$ cat src/hdl/segregated_free_list_macros.svh
// Assertion macros for the segregated free list top level.
// No dependencies; the asserting module provides i_clk and i_rst_n.
`ifndef SEGREGATED_FREE_LIST_MACROS_SVH
`define SEGREGATED_FREE_LIST_MACROS_SVH

// Same-cycle implication, checked outside of reset.
`define SFL_ASSERT_NOW(label, ante, cons, msg) \
    label: assert property (@(posedge i_clk) disable iff (!i_rst_n) (ante) |-> (cons)) \
        else $error(msg);

// Next-cycle implication, checked outside of reset.
`define SFL_ASSERT_NEXT(label, ante, cons, msg) \
    label: assert property (@(posedge i_clk) disable iff (!i_rst_n) (ante) |=> (cons)) \
        else $error(msg);

`endif

$ cat src/hdl/sfl_pkg.sv
// Shared types, widths and codes for the segregated free list.
// No dependencies; used by sfl_cfg, the top level and the testbench.
`default_nettype none

package sfl_pkg;

    // Default sizing of the block.
    localparam int NUM_BINS_DEF   = 8;
    localparam int NUM_BLOCKS_DEF = 1024;

    // Fixed field widths of the request and response channels.
    localparam int OP_W      = 1;
    localparam int BIN_SEL_W = 3;
    localparam int BLOCK_W   = 10;
    localparam int STATUS_W  = 2;
    localparam int COUNT_W   = 11;
    localparam int SUM_W     = 27;

    // Block size registers.
    localparam int SIZE_W    = 17;
    localparam int REG_COUNT = 8;
    localparam int REG_IDX_W = 3;

    // Operation codes.
    localparam logic [OP_W-1:0] OP_PUSH = 1'b0;
    localparam logic [OP_W-1:0] OP_POP  = 1'b1;

    // Response status codes.
    typedef enum logic [STATUS_W-1:0] {
        ST_OK     = 2'd0,
        ST_EMPTY  = 2'd1,
        ST_REJECT = 2'd2
    } t_status;

    // Controller states, one-hot.
    typedef enum logic [1:0] {
        S_IDLE = 2'b01,
        S_POP  = 2'b10
    } t_state;

    // One configuration write as seen by the size register file.
    typedef struct packed {
        logic                 we;
        logic [REG_IDX_W-1:0] index;
        logic [SIZE_W-1:0]    data;
    } t_cfg_wr;

    // Reset block size of a bin: 16 bytes doubled once per bin.
    function automatic logic [SIZE_W-1:0] size_reset(input logic [REG_IDX_W-1:0] idx);
        logic [SIZE_W-1:0] base;
        base = SIZE_W'(16);
        return base << idx;
    endfunction

endpackage

`default_nettype wire

$ cat src/hdl/sfl_cfg.sv
// Block size register file of the segregated free list, one register per bin.
// Depends on sfl_pkg for widths, reset values and the write struct.
`default_nettype none

module sfl_cfg (
    input  wire logic                            i_clk,
    input  wire logic                            i_rst_n,
    input  wire sfl_pkg::t_cfg_wr                i_wr,
    input  wire logic [sfl_pkg::REG_IDX_W-1:0]   i_rd_sel,
    output logic      [sfl_pkg::SIZE_W-1:0]      o_size
);

    localparam int REG_COUNT = sfl_pkg::REG_COUNT;
    localparam int REG_IDX_W = sfl_pkg::REG_IDX_W;
    localparam int SIZE_W    = sfl_pkg::SIZE_W;

    logic [SIZE_W-1:0] r_size [REG_COUNT];

    // Registers load their reset sizes and then take writes by index.
    always_ff @(posedge i_clk) begin
        for (int i = 0; i < REG_COUNT; i++) begin
            if (!i_rst_n) begin
                r_size[i] <= sfl_pkg::size_reset(REG_IDX_W'(i));
            end else if (i_wr.we && (i_wr.index == REG_IDX_W'(i))) begin
                r_size[i] <= i_wr.data;
            end
        end
    end

    // Size of the selected bin.
    assign o_size = r_size[i_rd_sel];

endmodule

`default_nettype wire

$ cat config.mk
export PLATFORM = sky130hd
export DESIGN_NAME = sfl_cfg
export DESIGN_NICKNAME = d
export VERILOG_FILES = /design/src/hdl/segregated_free_list_macros.svh /design/src/hdl/sfl_pkg.sv /design/src/hdl/sfl_cfg.sv
export SDC_FILE = /design/constraint.sdc
export NUM_CORES = 1
export LEC_CHECK = 0
export BUFFER_PORTS_ARGS = -buffer_cell sky130_fd_sc_hd__buf_2
export CAP_MARGIN = 20
export CORE_MARGIN = 2
export CORE_UTILIZATION = 56
export CTS_BUF_LIST = sky130_fd_sc_hd__clkbuf_4
export CTS_CLUSTER_DIAMETER = 120
export CTS_CLUSTER_SIZE = 28
export DETAILED_ROUTE_END_ITERATION = 7
export HOLD_SLACK_MARGIN = 0.05
export PLACE_DENSITY = 0.78
export SLEW_MARGIN = 5
export SYNTH_ARGS = -nofsm -noshare
export SYNTH_HDL_FRONTEND = slang
export SYNTH_SLANG_ARGS = --single-unit
$ cat constraint.sdc
create_clock -name i_clk -period 3.1 [get_ports i_clk]
set_clock_uncertainty 0.15 [all_clocks]
set_input_delay 0.775 -clock i_clk [delete_from_list [all_inputs] [get_ports i_clk]]
set_output_delay 0.775 -clock i_clk [all_outputs]
set_load 0.02 [all_outputs]
* After elaboration in Yosys (flattened, before gate mapping)
Memories as Yosys holds them, arrays and structs flattened. Index checks and enable logic that the tools add are counted.
Word-level totals: logic and storage cells 58, register bits 0, latch bits 0, memories kept 1, RAM bits 136, output and inout port bits 17, input bits 26, memory bits (read-only) 0
Cells by class: multiplexer cells 33, reduce and logical (&&, ||, !) cells 9, eq/ne operators 7, div/mod/pow operators 0, order comparisons 0, multiply operators 0, shift-type cells 0, add/sub/neg operators 0, bitwise gates (word level) 8
Memory list:
- r_size | depth 8, bits a word 17, rd ports 1, clocked after memory_dff 0, wr ports 8, line sfl_cfg.sv:17 | logic [SIZE_W-1:0] r_size [REG_COUNT];
Operator list (count):
- 2-to-1 mux 17 bit | 8
- 2-to-1 mux 1 bit | 25
- == test 3 bit (second input constant) | 4
- logical AND 1 bit | 8
- OR 1 bit | 8
- == test 3 x 2 -> 1 bit (second input constant) | 2
- == test 3 x 1 -> 1 bit (second input constant) | 1
- logical NOT 3 bit | 1

* Logic depth before layout (Yosys ltp)
word-level depth 6, mapped depth 5, mapped depth without buffers 2

* Worst setup path after synthesis
No wires, ideal clock.
path kind input to register, start point input i_wr[17] (netlist name), end point memory r_size[0][0] (enable), cell stages on the path 3, arrival time 2.493 ns, data required time 2.535 ns, setup slack 0.042 ns, library setup time 0.415 ns, path buffers 1, cell sequence or2_2 > clkbuf_1 > o21ai_0
RTL lines:
- from (decl) | line sfl_cfg.sv:8 | input wire sfl_pkg::t_cfg_wr i_wr,
- to (decl) | line sfl_cfg.sv:17

* Worst setup path in the final report
start point input i_rd_sel[0] (netlist name), end point output o_size[12] (netlist name)
Between the ends: cells in the longest elaborated chain, start to end 1
Ends and longest elaborated chain:
- from (decl) | line sfl_cfg.sv:9 | input wire logic [sfl_pkg::REG_IDX_W-1:0] i_rd_sel,
- memory (8 x 17 bit)
- to (decl) | line sfl_cfg.sv:10 | output logic [sfl_pkg::SIZE_W-1:0] o_size
Every way passes these cells.

==> results.toml <==
[worst_setup_path]
worstSetupEndpoint = "o_size[12]"
slowest_stage = "mux4_1"
crit_chain = "buf_6 > clkbuf_16 > mux4_1 > mux2_2 > buf_2"
cp-start-kind = "input port"
cp.arrival_ps = 2100
worstSetupStartpoint = "i_rd_sel[0]"
cpPeakStageDelay_ps = 540
endpoint_kind = "output port"
critPathMaxFanout = 8
crit_type = "input port to output port"
crit_required_ps = 2170

[clocking]
cts_made_buffers = 17
cts_setup_buffers = 0
root_buffer = "clkbuf_4"
htreeDepth = 4
cts_buffer_depth = 2
cts_sinks = 136
cts.clk_slew.worst_paths_ps = 120
cts_tree = "yes"

[sta]
finalCritPeriodShare_pct = 97.4
slew_headroom_pct = 64.3
tightest_slew_ps = 536
final_max_slew_viol_count = 0
fmax_mhz = 331
setup_viol = 0
period_needed_ps = 3020
finalHoldViolCount = 0
grt_setup_unrepaired = "no"
fin_tns_setup_ps = 0

[logic_synthesis]
synthDistinctLibCells = 19
synth_cells = 396
ys.warnings.count = 0
syn-num-nets = 422
seq_area_frac_synth_pct = 66.4
synth_area_um2 = 6150
synth-seq-cells = 136
syn_area_per_cell_um2 = 15.5

[final_layout]
final_area_um2 = 7080
instances_no_fill = 603
top_register = "r_size"
drive_above_1_share_pct = 30.2
diodes = 0
fin_nets = 476
final_common_cell = "edfxtp_1"
largest_reg_flops = 136
final_cell_mix = "136 x edfxtp_1, 128 x nor3_1, 41 x buf_2, 26 x buf_4, 23 x mux4_1"
area_delta_synth_final_pct = 15.0
biggestRegsByFlops = "r_size: 136 flops"

[global_routing]
grt.overflow.total = 0
grt_max_degree = 35
grt_pass1_vias = 3888
antenna_found_initial = 0
grtUsageTotal_pct = 25.3
grt_pass1_wl_um = 21400

[routing]
drcViolationCount = 0
ant_nets = 0
routed-via-count = 3822
dr.pass1.iters = 7
wl_um = 14100
drtIter0Drc = 345
post_drt_wl_per_cell_um = 23.3
viasPerCell = 6.34

[placed_design]
post-place-cells = 569
port_buffers = 42
dpl_cell_area_um2 = 6670
gp_congestion = 0.828
place_hpwl_um = 8750

[power_and_ir_drop]
pwr_density_cell_nw_per_um2 = 573
power_leakage_uw = 0.00240
ir_worst_vdd_mv = 0.519

[job]
cap_violations = 0

[floorplanning]
die_h_um = 109
die_x_um = 109
design.core.area_um2 = 10800
std_cell_rows = 38
ioPinCount = 43
fp.dieArea_um2 = 11800
start_util_pct = 57.0

[outcome]
status = "completed"

[worst_hold_path]
hold_class = "input port to flip-flop"
-- cell usage after synthesis --
| cell type | n | area (um2) |
|---|---|---|
| buf_1 | 8 | 30.0 |
| buf_2 | 1 | 5.00 |
| buf_6 | 4 | 45.0 |
| clkbuf_1 | 25 | 93.8 |
| clkbuf_2 | 2 | 10.0 |
| clkinv_1 | 9 | 33.8 |
| edfxtp_1 | 136 | 4080 |
| inv_1 | 8 | 30.0 |
| mux2_2 | 17 | 191 |
| mux4_1 | 24 | 631 |
| mux4_2 | 10 | 225 |
| nand2_1 | 2 | 7.51 |
| nand2b_1 | 3 | 18.8 |
| nand3_1 | 1 | 5.00 |
| nand3b_1 | 1 | 7.51 |
| nor3_1 | 128 | 641 |
| o21ai_0 | 8 | 40.0 |
| or2_2 | 1 | 6.26 |
| or3_1 | 8 | 50.1 |
-- where the power goes --
part | total [uW] | switching (uW) | internal, uW | leakage (uW)
Sequential | 2170 | 32.6 | 2140 | 0.00132
Clock | 1420 | 680 | 739 | 0.000180
Combinational | 463 | 275 | 188 | 0.000901
-- area by class of cell --
type | count | area [um2]
Inverter | 17 | 63.8
Tap cell | 140 | 175
Clock inverter | 14 | 221
Fill cell | 744 | 3720
Multi-Input combinational cell | 203 | 1840
Sequential cell | 136 | 4080
Timing Repair Buffer | 75 | 562
Clock buffer | 18 | 135
-- worst max-delay path, delay by kind of cell --
family	cells	cell delay [ps]
buffers and inverters	3	490
muxes	2	830
-- what timing repair did --
item	CTS	global route
resized for setup	1	3
hold buffers	0	0
cloned	0	2
setup endpoints to repair	1	13
-- worst min path at each step --
stage / startpoint / to / slack [ps] / cells past startpoint
after floorplan: i_wr[4] / r_size[0][4] / 800 / 1
after global placement: i_wr[6] / r_size[2][6] / 900 / 2
after detailed placement: i_wr[6] / r_size[2][6] / 900 / 2
after CTS: i_wr[6] / r_size[2][6] / 370 / 2
after global routing: i_wr[6] / r_size[2][6] / 360 / 2
final: i_wr[6] / r_size[2][6] / 380 / 2
-- through the flow --
step / setup slack (ps) / total power, uW / hold WS, ps / utilization [%]
after floorplan: 42.1 / 2490 / 804 / -
after CTS: 2.54 / 4050 / 369 / 65.0
after global routing: 56.7 / 4180 / 359 / 65.6
after global placement: 8.67 / 2650 / 900 / 61.8
final: 79.3 / 4060 / 383 / 65.6
after detailed placement: 5.95 / 2670 / 904 / 61.8
-- metal layers --
layer | vias to the layer above | wire length, um | GRT usage [%]
met1 | 1899 | 5610 | 34.4
met4 | 0 | 169 | 6.41
met3 | 19 | 1120 | 5.62
met5 | - | 0 | 0
li1 | 1702 | - | -
met2 | 202 | 7170 | 42.1
-- cell families (layout without fill, tap and decap cells) --
logic type             Yosys count  count (layout)  synth area share, %
AO/OA/AOI/OAI                    8               8                0.651
flip-flops                     136             136                 66.4
buffers and inverters           57             124                 4.03
multiplexers                    51              51                 17.0
AND/OR/NAND/NOR                144             144                 12.0
No activity file was read; power rests on OpenSTA's default activity.
